`src/hdl/tpnd_pkg.sv`:
```
// Shared types and constants for the packed note decoder.
// Used by tpnd_parser, tpnd_cleaner and tracker_packed_note_decoder_unit.
`timescale 1ns / 1ps
`default_nettype none

package tpnd_pkg;

   localparam int FIELD_COUNT  = 5;
   localparam int PHASE_WIDTH  = 3;
   localparam int MAX_NOTES    = 8192;
   localparam int POS_WIDTH    = 13;
   localparam int CSR_IDX_W    = 3;

   localparam logic [7:0] MASK_FLAG   = 8'h80;
   localparam logic [7:0] NOTE_OFF    = 8'd97;
   localparam logic [7:0] VOL_LOW_TOP = 8'h0F;
   localparam logic [7:0] VOL_VOID_LO = 8'h51;
   localparam logic [7:0] VOL_VOID_HI = 8'h5F;
   localparam logic [7:0] VOL_HIGH_LO = 8'hC0;
   localparam logic [7:0] VOL_HIGH_HI = 8'hEF;

   // Phase at which no slot is left and the note completes.
   localparam logic [PHASE_WIDTH-1:0] PHASE_DONE = PHASE_WIDTH'(FIELD_COUNT + 1);

   // Slot order within a note.
   localparam int SLOT_NOTE  = 0;
   localparam int SLOT_INST  = 1;
   localparam int SLOT_VOL   = 2;
   localparam int SLOT_EFF   = 3;
   localparam int SLOT_PARAM = 4;

   // Register indexes of the configuration port.
   localparam logic [CSR_IDX_W-1:0] CSR_INSTRUMENT_COUNT = 3'd0;
   localparam logic [CSR_IDX_W-1:0] CSR_EMPTY_NOTE       = 3'd1;
   localparam logic [CSR_IDX_W-1:0] CSR_EMPTY_INSTRUMENT = 3'd2;
   localparam logic [CSR_IDX_W-1:0] CSR_EMPTY_VOLUME     = 3'd3;
   localparam logic [CSR_IDX_W-1:0] CSR_EMPTY_EFFECT     = 3'd4;
   localparam logic [CSR_IDX_W-1:0] CSR_EMPTY_PARAM      = 3'd5;

   typedef struct packed {
      logic [7:0] instrument_count;
      logic [7:0] empty_note_code;
      logic [7:0] empty_instrument_code;
      logic [7:0] empty_volume_code;
      logic [7:0] empty_effect_code;
      logic [7:0] empty_param_code;
   } config_type;

   // A completed note as collected by the parser, before cleaning.
   typedef struct packed {
      logic [FIELD_COUNT-1:0][7:0] bytes;
      logic [FIELD_COUNT-1:0]      mask;
      logic [POS_WIDTH-1:0]        position;
   } raw_note_type;

   typedef struct packed {
      logic [7:0]           note_code;
      logic [7:0]           instrument_index;
      logic [7:0]           volume_byte;
      logic [7:0]           effect_kind;
      logic [7:0]           effect_value;
      logic [POS_WIDTH-1:0] note_position;
   } clean_note_type;

endpackage

`default_nettype wire

```
`src/hdl/tpnd_parser.sv`:
```
// Byte parser: tracks the field phase, the field mask, the stored field bytes
// and the note counter, and holds each completed note in a register. Uses tpnd_pkg.
`timescale 1ns / 1ps
`default_nettype none

module tpnd_parser (
   input  wire logic                  clock,
   input  wire logic                  reset,
   input  wire logic                  accept,
   input  wire logic [7:0]            data_byte,
   input  wire logic                  pattern_start,
   input  wire logic                  drain,
   output      logic                  note_valid,
   output      tpnd_pkg::raw_note_type note
);

   logic [tpnd_pkg::PHASE_WIDTH-1:0]      phase_ff, phase_in;
   logic [tpnd_pkg::FIELD_COUNT-1:0]      mask_ff, mask_in;
   logic [tpnd_pkg::FIELD_COUNT-1:0][7:0] bytes_ff, bytes_in;
   logic [tpnd_pkg::POS_WIDTH-1:0]        count_ff, count_in;
   logic                                  note_valid_ff, note_valid_in;
   tpnd_pkg::raw_note_type                note_ff, note_in;

   logic [tpnd_pkg::PHASE_WIDTH-1:0] phase_base;
   logic [tpnd_pkg::PHASE_WIDTH-1:0] phase_step;
   logic [tpnd_pkg::PHASE_WIDTH-1:0] phase_next;
   logic [tpnd_pkg::POS_WIDTH-1:0]   count_base;
   logic [tpnd_pkg::FIELD_COUNT-1:0] mask_new;
   logic [2:0]                       slot;
   logic                             done;

   always_comb begin
      phase_base = pattern_start ? '0 : phase_ff;
      count_base = pattern_start ? '0 : count_ff;
      mask_new   = pattern_start ? '0 : mask_ff;
      bytes_in   = bytes_ff;
      slot       = phase_base - 3'd1;
      if (phase_base == '0) begin
         if ((data_byte & tpnd_pkg::MASK_FLAG) != 8'h00) begin
            mask_new   = data_byte[tpnd_pkg::FIELD_COUNT-1:0];
            phase_step = 3'd1;
         end else begin
            mask_new   = '1;
            bytes_in[tpnd_pkg::SLOT_NOTE] = data_byte;
            phase_step = 3'd2;
         end
      end else begin
         if (phase_base <= 3'(tpnd_pkg::FIELD_COUNT)) begin
            bytes_in[slot] = data_byte;
         end
         phase_step = phase_base + 3'd1;
      end

      // Skip to the next slot whose mask bit is set, if any is left.
      phase_next = tpnd_pkg::PHASE_DONE;
      for (int q = tpnd_pkg::FIELD_COUNT; q >= 1; q--) begin
         if ((3'(q) >= phase_step) && mask_new[q-1]) begin
            phase_next = 3'(q);
         end
      end
      done = (phase_next == tpnd_pkg::PHASE_DONE);

      phase_in = done ? '0 : phase_next;
      mask_in  = done ? '0 : mask_new;
      if (!done) begin
         count_in = count_base;
      end else if (count_base == tpnd_pkg::POS_WIDTH'(tpnd_pkg::MAX_NOTES - 1)) begin
         count_in = '0;
      end else begin
         count_in = count_base + 1'b1;
      end

      note_in.bytes    = bytes_in;
      note_in.mask     = mask_new;
      note_in.position = count_base;

      if (accept && done) begin
         note_valid_in = 1'b1;
      end else if (drain) begin
         note_valid_in = 1'b0;
      end else begin
         note_valid_in = note_valid_ff;
      end
   end

   always_ff @(posedge clock) begin
      if (reset) begin
         phase_ff      <= '0;
         mask_ff       <= '0;
         count_ff      <= '0;
         note_valid_ff <= 1'b0;
      end else begin
         note_valid_ff <= note_valid_in;
         if (accept) begin
            phase_ff <= phase_in;
            mask_ff  <= mask_in;
            count_ff <= count_in;
         end
      end
   end

   always_ff @(posedge clock) begin
      if (accept) begin
         bytes_ff <= bytes_in;
         if (done) begin
            note_ff <= note_in;
         end
      end
   end

   assign note_valid = note_valid_ff;
   assign note       = note_ff;

endmodule

`default_nettype wire

```
`src/hdl/tpnd_cleaner.sv`:
```
// Field cleaning and result register: applies sentinels and range fixes to a
// collected note and holds the result for the response channel. Uses tpnd_pkg.
`timescale 1ns / 1ps
`default_nettype none

module tpnd_cleaner (
   input  wire logic                    clock,
   input  wire logic                    reset,
   input  wire tpnd_pkg::config_type     cfg,
   input  wire logic                    note_valid,
   input  wire tpnd_pkg::raw_note_type   note,
   input  wire logic                    rsp_stall,
   output      logic                    load,
   output      logic                    rsp_valid,
   output      tpnd_pkg::clean_note_type result
);

   logic                     valid_ff, valid_in;
   tpnd_pkg::clean_note_type result_ff, result_in;

   logic [7:0] note_raw, inst_raw, vol_raw, eff_raw, par_raw;
   logic [7:0] eff_fix, vol_a, vol_b;

   always_comb begin
      note_raw = note.mask[tpnd_pkg::SLOT_NOTE] ?
                 note.bytes[tpnd_pkg::SLOT_NOTE] : cfg.empty_note_code;
      inst_raw = note.mask[tpnd_pkg::SLOT_INST] ?
                 note.bytes[tpnd_pkg::SLOT_INST] : cfg.empty_instrument_code;
      vol_raw  = note.mask[tpnd_pkg::SLOT_VOL] ?
                 note.bytes[tpnd_pkg::SLOT_VOL] : cfg.empty_volume_code;
      eff_raw  = note.mask[tpnd_pkg::SLOT_EFF] ?
                 note.bytes[tpnd_pkg::SLOT_EFF] : cfg.empty_effect_code;
      par_raw  = note.mask[tpnd_pkg::SLOT_PARAM] ?
                 note.bytes[tpnd_pkg::SLOT_PARAM] : cfg.empty_param_code;

      // A parameter without an effect type is an arpeggio.
      eff_fix = ((eff_raw == cfg.empty_effect_code) && (par_raw != cfg.empty_param_code)) ?
                8'h00 : eff_raw;

      if (note_raw == 8'h00) begin
         result_in.note_code = cfg.empty_note_code;
      end else if ((note_raw > tpnd_pkg::NOTE_OFF) && (note_raw != cfg.empty_note_code)) begin
         result_in.note_code = cfg.empty_note_code;
      end else begin
         result_in.note_code = note_raw;
      end

      if ((inst_raw != 8'h00) && (inst_raw <= cfg.instrument_count)) begin
         result_in.instrument_index = inst_raw - 8'd1;
      end else begin
         result_in.instrument_index = cfg.empty_instrument_code;
      end

      // The volume checks chain, so a sentinel may itself fall into a later range.
      vol_a = (vol_raw <= tpnd_pkg::VOL_LOW_TOP) ? 8'h00 : vol_raw;
      vol_b = ((vol_a >= tpnd_pkg::VOL_VOID_LO) && (vol_a <= tpnd_pkg::VOL_VOID_HI)) ?
              cfg.empty_volume_code : vol_a;
      result_in.volume_byte = ((vol_b >= tpnd_pkg::VOL_HIGH_LO) &&
                               (vol_b <= tpnd_pkg::VOL_HIGH_HI)) ? 8'h00 : vol_b;

      result_in.effect_kind  = eff_fix;
      result_in.effect_value = ((eff_fix != cfg.empty_effect_code) &&
                                (par_raw == cfg.empty_param_code)) ? 8'h00 : par_raw;
      result_in.note_position = note.position;
   end

   assign load     = !valid_ff || !rsp_stall;
   assign valid_in = load ? note_valid : valid_ff;

   always_ff @(posedge clock) begin
      if (reset) begin
         valid_ff <= 1'b0;
      end else begin
         valid_ff <= valid_in;
      end
   end

   always_ff @(posedge clock) begin
      if (load && note_valid) begin
         result_ff <= result_in;
      end
   end

   assign rsp_valid = valid_ff;
   assign result    = result_ff;

endmodule

`default_nettype wire

```
`src/hdl/tracker_packed_note_decoder_unit.sv`:
```
// Top level of the packed note decoder: configuration registers, handshake
// glue and the parser and cleaner stages. Uses tpnd_pkg, tpnd_parser, tpnd_cleaner.
//
//   channel  direction  handshake          payload
//   req      in         req_valid/stall    data_byte, pattern_start
//   rsp      out        rsp_valid/stall    note, instrument, volume, effect, param, position
//   csr      in         csr_write_enable   csr_index, csr_write_data
//
// One byte is taken per cycle while the input is not stalled. A byte that
// completes a note passes the note register of the parser and then the
// result register of the cleaner before it reaches the response port.
// Synchronous reset clears the parser and the counter and sets the configuration to its defaults.
// Input stalls only while both note registers are full and the response is stalled.
`timescale 1ns / 1ps
`default_nettype none

module tracker_packed_note_decoder_unit (
   input  wire logic                          clock,
   input  wire logic                          reset,
   input  wire logic                          req_valid,
   output      logic                          req_stall,
   input  wire logic [7:0]                    req_data_byte,
   input  wire logic                          req_pattern_start,
   output      logic                          rsp_valid,
   input  wire logic                          rsp_stall,
   output      logic [7:0]                    rsp_note_code,
   output      logic [7:0]                    rsp_instrument_index,
   output      logic [7:0]                    rsp_volume_byte,
   output      logic [7:0]                    rsp_effect_kind,
   output      logic [7:0]                    rsp_effect_value,
   output      logic [tpnd_pkg::POS_WIDTH-1:0] rsp_note_position,
   input  wire logic                          csr_write_enable,
   input  wire logic [tpnd_pkg::CSR_IDX_W-1:0] csr_index,
   input  wire logic [7:0]                    csr_write_data
);

   tpnd_pkg::config_type     cfg_ff, cfg_in;
   tpnd_pkg::raw_note_type   note;
   tpnd_pkg::clean_note_type result;
   logic                     note_valid;
   logic                     load;
   logic                     accept;

   always_comb begin
      cfg_in = cfg_ff;
      if (csr_write_enable) begin
         case (csr_index)
            tpnd_pkg::CSR_INSTRUMENT_COUNT: cfg_in.instrument_count      = csr_write_data;
            tpnd_pkg::CSR_EMPTY_NOTE:       cfg_in.empty_note_code       = csr_write_data;
            tpnd_pkg::CSR_EMPTY_INSTRUMENT: cfg_in.empty_instrument_code = csr_write_data;
            tpnd_pkg::CSR_EMPTY_VOLUME:     cfg_in.empty_volume_code     = csr_write_data;
            tpnd_pkg::CSR_EMPTY_EFFECT:     cfg_in.empty_effect_code     = csr_write_data;
            tpnd_pkg::CSR_EMPTY_PARAM:      cfg_in.empty_param_code      = csr_write_data;
            default: cfg_in = cfg_ff;
         endcase
      end
   end

   always_ff @(posedge clock) begin
      if (reset) begin
         cfg_ff.instrument_count      <= 8'd0;
         cfg_ff.empty_note_code       <= 8'd255;
         cfg_ff.empty_instrument_code <= 8'd255;
         cfg_ff.empty_volume_code     <= 8'd255;
         cfg_ff.empty_effect_code     <= 8'd255;
         cfg_ff.empty_param_code      <= 8'd0;
      end else begin
         cfg_ff <= cfg_in;
      end
   end

   // A new byte may only enter when the note register is empty or can pass its contents on.
   assign req_stall = note_valid && !load;
   assign accept    = req_valid && !req_stall;

   tpnd_parser u_parser (
      .clock         (clock),
      .reset         (reset),
      .accept        (accept),
      .data_byte     (req_data_byte),
      .pattern_start (req_pattern_start),
      .drain         (load),
      .note_valid    (note_valid),
      .note          (note)
   );

   tpnd_cleaner u_cleaner (
      .clock      (clock),
      .reset      (reset),
      .cfg        (cfg_ff),
      .note_valid (note_valid),
      .note       (note),
      .rsp_stall  (rsp_stall),
      .load       (load),
      .rsp_valid  (rsp_valid),
      .result     (result)
   );

   assign rsp_note_code        = result.note_code;
   assign rsp_instrument_index = result.instrument_index;
   assign rsp_volume_byte      = result.volume_byte;
   assign rsp_effect_kind      = result.effect_kind;
   assign rsp_effect_value     = result.effect_value;
   assign rsp_note_position    = result.note_position;

endmodule

`default_nettype wire
```
`config.mk`:
```
export PLATFORM = sky130hd
export DESIGN_NAME = tracker_packed_note_decoder_unit
export DESIGN_NICKNAME = d
export VERILOG_FILES = /design/src/hdl/tpnd_pkg.sv /design/src/hdl/tpnd_parser.sv /design/src/hdl/tpnd_cleaner.sv /design/src/hdl/tracker_packed_note_decoder_unit.sv
export SDC_FILE = /design/constraint.sdc
export NUM_CORES = 1
export LEC_CHECK = 0
export BUFFER_PORTS_ARGS = -buffer_cell sky130_fd_sc_hd__buf_2
export CAP_MARGIN = 20
export CORE_ASPECT_RATIO = 0.6
export CORE_MARGIN = 2
export CORE_UTILIZATION = 50
export CTS_CLUSTER_DIAMETER = 80
export DETAILED_ROUTE_END_ITERATION = 7
export PLACE_DENSITY_LB_ADDON = 0.05
export RECOVER_POWER = 25
export SYNTH_ARGS = -nofsm -noshare
export SYNTH_HDL_FRONTEND = slang
export SYNTH_SLANG_ARGS = --single-unit
export TNS_END_PERCENT = 20
```
`constraint.sdc`:
```
create_clock -name clock -period 14.1 [get_ports clock]
set_clock_uncertainty 0.1 [all_clocks]
set_input_delay 2.115 -clock clock [delete_from_list [all_inputs] [get_ports clock]]
set_output_delay 2.115 -clock clock [all_outputs]
set_load 0.05 [all_outputs]
```
==> run summary, run 1 <==
The CTS H-tree depth is 1. From bottom edge to top edge, the die measures roughly 110 um. After detailed routing, the total wire length is 23430 um. Pin placement for this block handled 80 I/O pins. The routed wire length per instance came out at 19.70 um. The launch instance of the worst register-to-register path is u_parser.phase_ff[0]. The most used flip-flop cell after synthesis is sky130_fd_sc_hd__edfxtp_1. The run finished, with violations left. The worst setup path is captured at a register. The floorplan core area came out at 0.01918 mm2. The final number of max-transition violations came out at between 100 and 150. Post-CTS repair changed the size of 0 cells. In the final layout, flip-flops and latches occupy 0.005956 mm2.

The internal power of the cells totals 0.001101 W. Yosys printed 0 warnings. The total overflow reported by the global router is 0. The final setup violation count is 0. The number of hold buffers added after CTS is 0. The clock tree from TritonCTS is built. The layout-stage area growth over the synthesis result is 14.32%. The total DRC errors in the routed layout came out at 0. The via count of the routed design is 6770. Setup repair after global routing left no endpoint under its margin. The final total power came out at between 0.001 and 0.0015 W.

The kind of start point of the critical path is an input pin. The proportion of power drawn by combinational gates came out at 7.0%. The launch point of the worst path is req_pattern_start. The worst pin sits at a relative slew slack of -109.4%. Static timing analysis puts the maximum clock frequency at 160.1 MHz.

The first detailed-routing pass ran for 5 iterations. After detailed routing, the wire length on met1 is 12000 um. For this design the static power due to leakage is 4.084 nW.

The number of port buffers is 79. The net count after synthesis is 862. The length of routed met2 wiring came out at 9702 um. The routability congestion estimate is 0.8996. The fraction of layout instances using a drive strength above 1 is between 15 and 20%. The number of global-route vias before repair came out at about 6400. Once detail routing completed, the nets flagged for antenna violations numbered 0.

In the detailed route, the total length drawn on met3 is between 1000 and 1500 um. The sequential cell fraction of total power came out at 51.2%. The pin count of the biggest net entering global routing came out at between 60 and 70. The average vias per placed instance came out at 5.694. Synthesis instantiated 69 different standard cells from the library.

The share of total power consumed by net switching came out at 22.17%. The detailed router used layers up to and including met4. The mean cell area of the mapped netlist came out at around 12 um2. The worst ir drop on vdd is 0.08294 mV.

The global-route wire length before repair is roughly 36000 um. The number of buffers inserted by post-CTS setup repair came out at 0. The combined area of the multi-input logic cells came out at 0.003705 mm2. The path class of the tightest hold or removal check is register to register.

The post-synthesis register bit count came out at 222. The data arrival time of the critical path is between 6 and 7 ns. The maximum buffer depth of the clock tree is 3.

Summed over all nets, the half-perimeter wirelength after detailed placement is 16430 um. The most instantiated library cell after synthesis is sky130_fd_sc_hd__edfxtp_1. The launch point of the worst hold path is u_parser.note[8]. The die covers 0.02085 mm2. The slew at the pin closest to its max-slew limit is 3.141 ns.

By area the synthesized netlist is led by sky130_fd_sc_hd__edfxtp_1 (46%), sky130_fd_sc_hd__dfxtp_1 (14%), sky130_fd_sc_hd__mux2_2 (6.2%), sky130_fd_sc_hd__nand2_1 (4.7%), sky130_fd_sc_hd__mux2i_1 (2.7%). The net switching component of the power is 0.0003135 W. The later-pin clock latency in the skew report is 0.50 ns. The post-synthesis instance area came out at slightly below 0.01 mm2. The sequential area share after synthesis is around three fifths. The filler cell count in the final layout came out at 1609. The worst setup slack for register-to-register paths is 10.07 ns. The share of async-settable or async-resettable flops after synthesis came out at 0%.

By count the netlist is led by sky130_fd_sc_hd__edfxtp_1 (151), sky130_fd_sc_hd__nand2_1 (124), sky130_fd_sc_hd__dfxtp_1 (71). The overall routing resource usage came out at 22.80%. The clock-pin transition on the worst setup and hold timing paths came out at about 0.060 ns. The cell sitting at the root of the clock tree is a sky130_fd_sc_hd__clkbuf_16.

The largest fanout of any net on the critical path came out at 36. From left edge to right edge, the die measures roughly 190 um. For this block, the initial DRC count from the detailed router was 587. The hold violation total from the final report is 0.

The initialized floorplan defines 39 standard-cell rows. The number of synthesized flops with an enable pin came out at 151. The final period demand of the worst path is 6.248 ns. In this run the power density over the cells is between 100 and 150 mW/mm2. The part of the cycle the worst path needs came out at 44.31%.

The required arrival time at the worst endpoint came out at 14.13 ns. After the last flow step, the layout net total stands at 947. The tool flagged a number of max-cap violations equal to 2.

Once the floorplan was initialized, standard cells occupied 51.30% of the core. The checks that failed: max-capacitance violations, max-slew violations. The setup TNS after final layout is 0 ns. Synthesis produced a little over 800 cells. The initial antenna violation count came out at 0. The TritonCTS buffer count is 22.

The diode insertion count for antenna repair is 0. The tree built by TritonCTS fans out to 222 sinks. The synthesized design spends more area on one cell type than any other, namely sky130_fd_sc_hd__edfxtp_1. The top cell type by area accounts for 46.09% of the synthesized area.

The setup path with the least slack is of type input pin to register. The share of power burned in the clock network came out at 41.8%.
## routing by layer
metal / vias to the layer above / GRT usage (%)
met4: 0 / 4.339
met5: - / 0
li1: 3203 / -
met3: 26 / 3.212
met2: 208 / 32.16
met1: 3333 / 37.18
## state kept, by name (all words and copies together), names as in the netlist
name,flops
u_parser.note,58
u_cleaner.result,53
cfg_ff,48
u_parser.bytes_ff,40
u_parser.count_ff,13
u_parser.mask_ff,5
u_parser.phase_ff,3
u_cleaner.rsp_valid,1
u_parser.note_valid,1
## logic make-up after synthesis
| logic type | share of synthesized area [%] |
|---|---|
| XOR/XNOR | 2.760 |
| AND/OR/NAND/NOR | 15.30 |
| adder cells (fa/ha/maj) | 1.908 |
| buffers and inverters | 1.946 |
| AO/OA/AOI/OAI | 8.623 |
| multiplexers | 8.928 |
| flip-flops | 60.54 |
## stage by stage
step / hold WS (ns) / utilization (%) / setup WS, ns / instance area, um2 / std cells
floorplan: 0.3003 / - / 6.742 / 9838 / 822
global placement: 0.3092 / 54.82 / 7.936 / 10510 / 1147
detailed placement: 0.3045 / 54.82 / 7.803 / 10510 / 1147
CTS: 0.3192 / 58.65 / 8.322 / 11250 / 1187
global route: 0.3242 / 58.65 / 7.423 / 11250 / 1189
finish: 0.3189 / 58.65 / 7.852 / 11250 / 1189
## area by class of cell
class | instances | share of cell area [%]
Sequential cell | 222 | 52.95
Multi-Input combinational cell | 552 | 32.94
Clock buffer | 29 | 5.585
Timing Repair Buffer | 85 | 3.827
Tap cell | 266 | 2.959
Clock inverter | 11 | 0.9345
Inverter | 24 | 0.8010
## worst paths after layout
path / to / cells after the start
hold reg to reg: u_cleaner.result[8] / 0
setup / recovery: u_parser.note[50] / 11
hold / removal: u_cleaner.result[8] / 0
setup reg to reg: u_parser.note[50] / 10
## critical path, stage by stage
cell	delay, ns
sky130_fd_sc_hd__clkbuf_1	0.85
sky130_fd_sc_hd__nand2b_1	0.26
sky130_fd_sc_hd__ha_1	0.17
sky130_fd_sc_hd__ha_1	0.54
sky130_fd_sc_hd__nand2_2	0.19
sky130_fd_sc_hd__o22ai_1	0.27
sky130_fd_sc_hd__inv_1	0.15
sky130_fd_sc_hd__o22ai_2	0.26
sky130_fd_sc_hd__o211ai_4	0.26
sky130_fd_sc_hd__nor2_4	0.62
sky130_fd_sc_hd__buf_4	0.54
## power by group through the flow
stage / Clock, W / Combinational, W / Sequential (W)
final: 0.000591 / 0.0000991 / 0.000724
after global routing: 0.000626 / 0.000108 / 0.000725
after CTS: 0.000603 / 0.0000985 / 0.000724
after detailed placement: 0 / 0.0000977 / 0.000738
after global placement: 0 / 0.0000954 / 0.000737
after floorplan: 0 / 0.0000651 / 0.000737
## cell usage in the layout, fill, tap and decap left out, drive strengths merged, types with 3 or more instances in the layout
cell type,count
nand2,125
a211o,9
o21ai,14
o31ai,5
nand3,24
a21oi,35
o21a,3
mux2,54
edfxtp,151
xnor2,15
and3,7
xor2,16
nand4,7
or3,3
dfxtp,71
o211ai,8
a21boi,5
nor2,44
inv,24
o22ai,7
ha,15
nand2b,9
nor4,10
buf,80
nand3b,27
nor2b,30
or4,3
mux2i,27
clkbuf,34
clkinv,9
o311ai,5
nor3,8
a21o,5
Note: power is estimated with default switching activity, not from simulation.
==> run 2: changes to the inputs <==
- ABC_AREA: unset -> 1
- clock period: 14.1 -> 6.3 ns (I/O delays scaled with it)
==> run summary, run 2 <==
The initial utilization of the core area, before any placement, comes to approximately half. The sequential area share after synthesis came out at 57.29%. Of the post-synthesis cell area, the dominant cell type holds 43.62%.

The floorplan core area came out at between 0.02 and 0.025 mm2. The net count of the finished layout is 1270. The largest total area in the synthesized netlist belongs to sky130_fd_sc_hd__edfxtp_1. Among all stages on the critical path, the largest delay is contributed by sky130_fd_sc_hd__buf_4. In this run the worst path has a maximum fanout of 58.

The die outline height came out at 115.7 um. The max capacitance violation total is 2. The post-synthesis register bit count is 222. The share of total power dissipated in sequential elements is 51.5%. The clock-pin transition on the worst setup and hold timing paths is 0.06 ns.

The post-CTS resize count came out at 0. The net switching component of the power is slightly above 0.0008 W. The number of flip-flops in the largest register is 58.

The worst ir drop on vdd is between 0.15 and 0.2 mV. The width of the die came out at 190.1 um. The count of buffers added on input and output ports is around 80. The maximum buffer depth of the clock tree is 3. The routed design could run at a clock period as short as 4.570 ns. The dominant cell type by count on the critical path is sky130_fd_sc_hd__nand2_1.

Global routing finished with a remaining overflow of 0. The final total power is 0.003220 W. The CTS H-tree depth is 1.

The part of the cycle the worst path needs is 72.54%. The cell chosen for the clock root is sky130_fd_sc_hd__clkbuf_16. The hold violation total from the final report is 0. The cell area power density is approximately 280 mW/mm2. The first global-routing pass estimated around 41000 um of wire. STA puts the critical path data arrival time at 4.59 ns. The reported leakage power came out at 4.887 nW. Walking the worst path, the cells encountered are clkbuf_1, inv_1, nand2_1, ha_1, nand2_2, nor2_1, nor2_2, nand2_1, nor2_4, nor2_8, a21oi_4, nand4_1, inv_2, buf_4. The initial antenna violation count was 1. The commonest cells after synthesis are sky130_fd_sc_hd__nand2_1 (318), sky130_fd_sc_hd__edfxtp_1 (151), sky130_fd_sc_hd__inv_1 (139).

The cell internal power dissipation is around 0.0024 W. The final setup violation count came out at 0. The total I/O pin count is 80. The worst-case headroom to the max-slew limit came out at -98.33%.

The slew at the pin closest to its max-slew limit is 2.975 ns. The number of sinks handled by clock tree synthesis came out at 222. The unique cell type count in the Yosys netlist came out at 42. Data on the critical path is required at its endpoint by ~6.3 ns. The setup TNS after final layout is 0 ns.

Cells with a size suffix above 1 make up 8.682% of the layout. The first TritonRoute pass finished after 5 iterations. On the worst path, the slowest cell contributes a delay of a little under 0.6 ns. Synthesis produced a netlist with a net count of 1200. In the synthesized netlist, the number of instances is around 1200. The die covers around 0.022 mm2. The share of async-settable or async-resettable flops after synthesis is 0%.

The setup path with the least slack is of type input pin to register. Leaving out fill and tap cells, the most frequent cells in the layout are sky130_fd_sc_hd__nand2_1 (318), sky130_fd_sc_hd__edfxtp_1 (151), sky130_fd_sc_hd__inv_1 (139). The number of nets with antenna violations after detailed routing came out at 0. The share of total power consumed by net switching came out at approximately a quarter. The routability congestion estimate came out at 0.9504. Sorting the synthesized cells by area gives the leading types as sky130_fd_sc_hd__edfxtp_1 (44%), sky130_fd_sc_hd__dfxtp_1 (14%), sky130_fd_sc_hd__nand2_1 (11%), sky130_fd_sc_hd__inv_1 (5.0%), sky130_fd_sc_hd__o21ai_0 (4.7%). The filler cell count in the final layout came out at 1828.

The clock tree from TritonCTS is built. The number of hold buffers added after CTS came out at 0. The commonest non-fill, non-tap cell in the layout is sky130_fd_sc_hd__nand2_1.

The number of global-route vias before repair came out at between 6000 and 7000. STA classifies the critical path endpoint as a register. The pin count of the biggest net entering global routing is a little under 60. The routed wire length per instance is 17.38 um. The final number of max-transition violations is 26. In this run the cell area of the synthesized design comes to 0.01039 mm2.

The number of synthesized flops with an enable pin came out at 151. The number of antenna diodes in the final layout is 0. Setup repair after global routing left no endpoint under its margin. Row generation in the floorplan step produced 40 rows. The proportion of power drawn by combinational gates is 10.6%. The number of buffers inserted by post-CTS setup repair came out at 0. The most used flip-flop cell after synthesis is sky130_fd_sc_hd__edfxtp_1. The overall routing resource usage came out at 24.33%. The run finished, with violations left.

During synthesis, Yosys emitted a total of 0 warnings. The average vias per placed instance came out at 5.310. The worst setup path is launched from an input pin. The mean cell area of the mapped netlist is 8.961 um2. The later-pin clock latency in the skew report came out at 0.49 ns. The total DRC errors in the routed layout is 0. After detailed routing, the total wire length is 26360 um.

The tightest min-delay check is of the register to register type. The layout-stage area growth over the synthesis result came out at 11.39%. After the first detailed-routing iteration, the DRC count stood at 712.

The via count of the routed design came out at 8055. The most common cell in the synthesized netlist is sky130_fd_sc_hd__nand2_1. The share of power burned in the clock network is 37.9%. The half-perimeter wire length after placement is 18600 um. Summing all flip-flop and latch instances after layout gives 0.005956 mm2. The kind of cell adding the most delay to the critical path is simple AND/OR/NAND/NOR gates. The critical path contains buffers and inverters numbering 4 combined. The checks that failed: max-capacitance violations, max-slew violations. Buffers inserted during clock tree synthesis total 21.

The maximum clock rate is 218.8 MHz. The combined area of the multi-input logic cells is between 0.003 and 0.004 mm2.
[run 2: cell families (layout without fill, tap and decap cells)]
kind of cell | count (synthesis) | count (layout) | synth area share [%]
AOI/OAI and AO/OA | 208 | 208 | 10.99
xor gates and xnor gates | 17 | 17 | 1.432
adders and majority gates | 15 | 15 | 1.805
buffers and inverters | 188 | 272 | 7.390
DFF | 222 | 222 | 57.29
muxes | 2 | 2 | 0.1926
and+or+nand+nor | 508 | 508 | 20.90
[run 2: worst paths after layout]
| path | start | end | slack, ns | cells after the start |
|---|---|---|---|---|
| max | req_pattern_start | u_parser.note[2] | 1.73 | 14 |
| min | u_parser.note[1] | u_cleaner.result[1] | 0.32 | 0 |
| max reg2reg | u_parser.phase_ff[0] | u_parser.note[2] | 2.24 | 15 |
| min reg2reg | u_parser.note[1] | u_cleaner.result[1] | 0.32 | 0 |
[run 2: cell type report]
class	count	area share, %
Sequential cell	222	51.44
Multi-Input combinational cell	750	31.71
Clock buffer	31	5.122
Inverter	146	4.733
Timing Repair Buffer	89	3.588
Tap cell	273	2.950
Clock inverter	6	0.4647
[run 2: stage by stage]
| stage | instances | area (um2) | hold slack (ns) | utilization [%] | setup slack, ns |
|---|---|---|---|---|---|
| final | 1517 | 11580 | 0.3206 | 57.26 | 1.730 |
| after global routing | 1517 | 11580 | 0.3302 | 57.26 | 1.412 |
| after CTS | 1516 | 11640 | 0.3222 | 57.56 | 2.030 |
| after detailed placement | 1479 | 10990 | 0.3066 | 54.36 | 1.530 |
| after global placement | 1479 | 10990 | 0.3054 | 54.36 | 1.684 |
| after floorplan | 1160 | 10400 | 0.3003 | - | 1.785 |
[run 2: routing by layer]
metal | up-vias | global-route usage [%] | routed length (um)
met5 | - | 0 | 0
met4 | 0 | 3.566 | 291
met3 | 23 | 6.239 | 2711
met2 | 316 | 29.17 | 9315
met1 | 3709 | 42.31 | 14050
li1 | 4007 | - | -
[run 2: power groups by stage]
stage / Combinational [W] / Clock (W) / Sequential [W]
final: 0.000340 / 0.00122 / 0.00166
after global routing: 0.000381 / 0.00130 / 0.00166
after CTS: 0.000338 / 0.00124 / 0.00166
after detailed placement: 0.000336 / 0 / 0.00169
after global placement: 0.000330 / 0 / 0.00169
after floorplan: 0.000234 / 0 / 0.00170
==> run 3: changes to the inputs <==
- clock period: 6.3 -> 4.6 ns (I/O delays scaled with it)
==> run summary, run 3 (same netlist as run 2, synthesis figures left out) <==
The flow ran to the end, but the final reports show violations. The checks that failed: max-capacitance violations, max-slew violations. The initial core utilization came out at 51.41%. The die outline height came out at between 100 and 150 um. The worst setup slack for register-to-register paths came out at around 1.1 ns. The net count of the finished layout came out at roughly 1300. Relative to the synthesized area, the layout overhead comes to 12.94%. The pin count of the biggest net entering global routing is between 50 and 60.

The startpoint identified for the worst hold timing path is u_parser.note[3]. The total DRC errors in the routed layout is 0. The final setup violation count is 0.

The number of port buffers came out at 79. The floorplan has 40 rows. In the routed layout, each cell is associated on average with a via count of 5.293. The half-perimeter wire length after placement came out at 18670 um.

The number of sinks handled by clock tree synthesis came out at 222. The die covers ~0.022 mm2. The final period demand of the worst path is 3.727 ns.

The TritonCTS buffer count is 22. For hold timing, the worst endpoint is u_cleaner.result[3]. The hold violation total from the final report was 0. The number of antenna diodes in the final layout is 0. The width of the die came out at 190.1 um. STA classifies the critical path endpoint as a register. The filler cell count in the final layout came out at around 1800. For this design the ratio of total power to cell area is 390.2 mW/mm2. The initial antenna violation count is 1. Measured in cells, the most critical reg-to-reg path has a length of 18.

Buffers added to address setup during post-CTS repair amount to 0. The maximum clock rate is 268.3 MHz. The cell depth of the worst hold path came out at 0.

Internal power comes to 0.003437 W. The maximum buffer depth of the clock tree is 3. The number of flip-flops in the largest register is 58. The post-CTS resize count is 0. The library cells used most frequently in the layout, excluding fill and tap cells, are sky130_fd_sc_hd__nand2_1 (318), sky130_fd_sc_hd__edfxtp_1 (151), sky130_fd_sc_hd__inv_1 (139). The tightest min-delay check is of the register to register type. STA puts the critical path data required time at 4.92 ns. The detailed router placed 8077 vias in this run. The share of power burned in the clock network came out at about two fifths. For this run, the detailed router's first-pass iteration total came to 5. The global-route wire length before repair is about 40000 um. The total wire length came out at ~26000 um. IR analysis of the VDD net gives a maximum drop of 0.3103 mV. The max capacitance violation total came out at 2. The proportion of power drawn by combinational gates came out at 10.4%.

The share of the core filled with cells in the final layout is around 58%. The slew at the pin closest to its max-slew limit came out at about 1.7 ns. The floorplan core area is 0.02022 mm2. The number of nets with antenna violations after detailed routing is 0. Clock-pin slew was measured on the worst setup and hold paths at 0.07 ns.

The kind of start point of the critical path is an input pin. The launch instance of the worst register-to-register path is u_parser.phase_ff[0]. The routability congestion estimate is about 1. The sequential cell fraction of total power is 49.6%.

In this run the critical register-to-register path is captured at u_parser.count_ff[6]. In this run the number of H-tree levels came out at 1. The first routing iteration left 842 violations.

The root buffer cell chosen for the clock tree is sky130_fd_sc_hd__clkbuf_16. TritonCTS built the clock tree. The net switching component of the power is between 0.001 and 0.0015 W. The critical setup path kind is input pin to register. The fraction of layout instances using a drive strength above 1 came out at 11.17%. In this run switching power makes up 24.98% of total power. The library cell used most frequently in the layout, excluding fill and tap cells, is sky130_fd_sc_hd__nand2_1.

Global routing used between 20% and 30% of the available tracks. Setup repair after global routing left no endpoint under its margin. The final number of max-transition violations is 61. The number of global-route vias before repair is 7108. The largest fanout of any net on the critical path is 20. Data on the critical path arrives at its endpoint at 4.05 ns. The setup TNS after final layout is 0 ns. The routed wire length per instance came out at 17.23 um. The reported leakage power came out at 5.014 nW. The part of the cycle the worst path needs came out at between 80% and 90%. The number of hold buffers added after CTS came out at 0. The worst-case headroom to the max-slew limit came out at -12.61%. The later-pin clock latency in the skew report came out at a little over 0.5 ns. Global routing finished with a remaining overflow of 0. The total I/O pin count came out at 80.
==> run 3: changes by cell type in the layout (fill, tap and decap cells not counted), sizes merged <==
cell and delta:
buf +28, clkbuf -18, clkinv -3, clkinvlp +1, inv +1
==> run 3: layout make-up <==
cell class              instances  area [um2]  area share [%]
repair buffers                 96       491.7           4.188
clock buffers                  34       678.2           5.776
well taps                     273       341.6           2.910
inverters                     146       548.0           4.668
clock inverters                 5       53.80          0.4583
multi-input cells             750        3671           31.27
flip-flops and latches        222        5956           50.73
==> run 3: worst max-delay path by stage <==
stage / from / endpoint / slack (ns) / cells after the start
CTS: req_pattern_start / u_parser.count_ff[6] / 1.26 / 18
detailed placement: req_pattern_start / u_parser.count_ff[12] / 0.74 / 18
finish: req_pattern_start / u_parser.count_ff[6] / 0.87 / 17
global placement: req_pattern_start / u_parser.count_ff[12] / 0.87 / 18
global route: req_pattern_start / u_parser.count_ff[6] / 0.52 / 17
floorplan: req_pattern_start / u_parser.note[0] / 0.34 / 16
==> run 3: layer usage <==
layer | part of all wire (%) | GRT usage (%)
met5 | 0 | 0
met4 | 1.1 | 4.031
met3 | 9.3 | 6.178
met2 | 36 | 30.92
met1 | 54 | 40.57
==> run 3: power groups by stage <==
stage / Clock [W] / Combinational [W] / Sequential [W]
2_1_floorplan: 0 / 0.000320 / 0.00233
3_3_place_gp: 0 / 0.000467 / 0.00231
3_5_place_dp: 0 / 0.000473 / 0.00231
4_1_cts: 0.00185 / 0.000475 / 0.00227
5_1_grt: 0.00194 / 0.000534 / 0.00228
6_report: 0.00183 / 0.000478 / 0.00227
==> run 3: per-stage QoR <==
stage | instance area [um2] | worst slack (ns) | instances | total power (W) | hold WS, ns
2_1_floorplan | 10400 | 0.3401 | 1160 | 0.002648 | 0.3003
3_3_place_gp | 11060 | 0.8719 | 1487 | 0.002780 | 0.3055
3_5_place_dp | 11060 | 0.7356 | 1487 | 0.002788 | 0.3045
4_1_cts | 11800 | 1.256 | 1526 | 0.004601 | 0.3136
5_1_grt | 11740 | 0.5209 | 1526 | 0.004760 | 0.3311
6_report | 11740 | 0.8732 | 1526 | 0.004581 | 0.3114
==> run 3: critical path, stage by stage <==
cell,delay (ns)
sky130_fd_sc_hd__clkbuf_1,0.43
sky130_fd_sc_hd__inv_1,0.40
sky130_fd_sc_hd__nand2_1,0.23
sky130_fd_sc_hd__ha_1,0.35
sky130_fd_sc_hd__nand2_2,0.31
sky130_fd_sc_hd__nor2_1,0.23
sky130_fd_sc_hd__nor2_2,0.09
sky130_fd_sc_hd__nand2_1,0.10
sky130_fd_sc_hd__nor2_4,0.06
sky130_fd_sc_hd__nor2_8,0.25
sky130_fd_sc_hd__a21oi_4,0.09
sky130_fd_sc_hd__buf_4,0.21
sky130_fd_sc_hd__nand3_4,0.20
sky130_fd_sc_hd__nand2_1,0.09
sky130_fd_sc_hd__nand2_1,0.07
sky130_fd_sc_hd__nand2_1,0.05
sky130_fd_sc_hd__a21oi_1,0.18
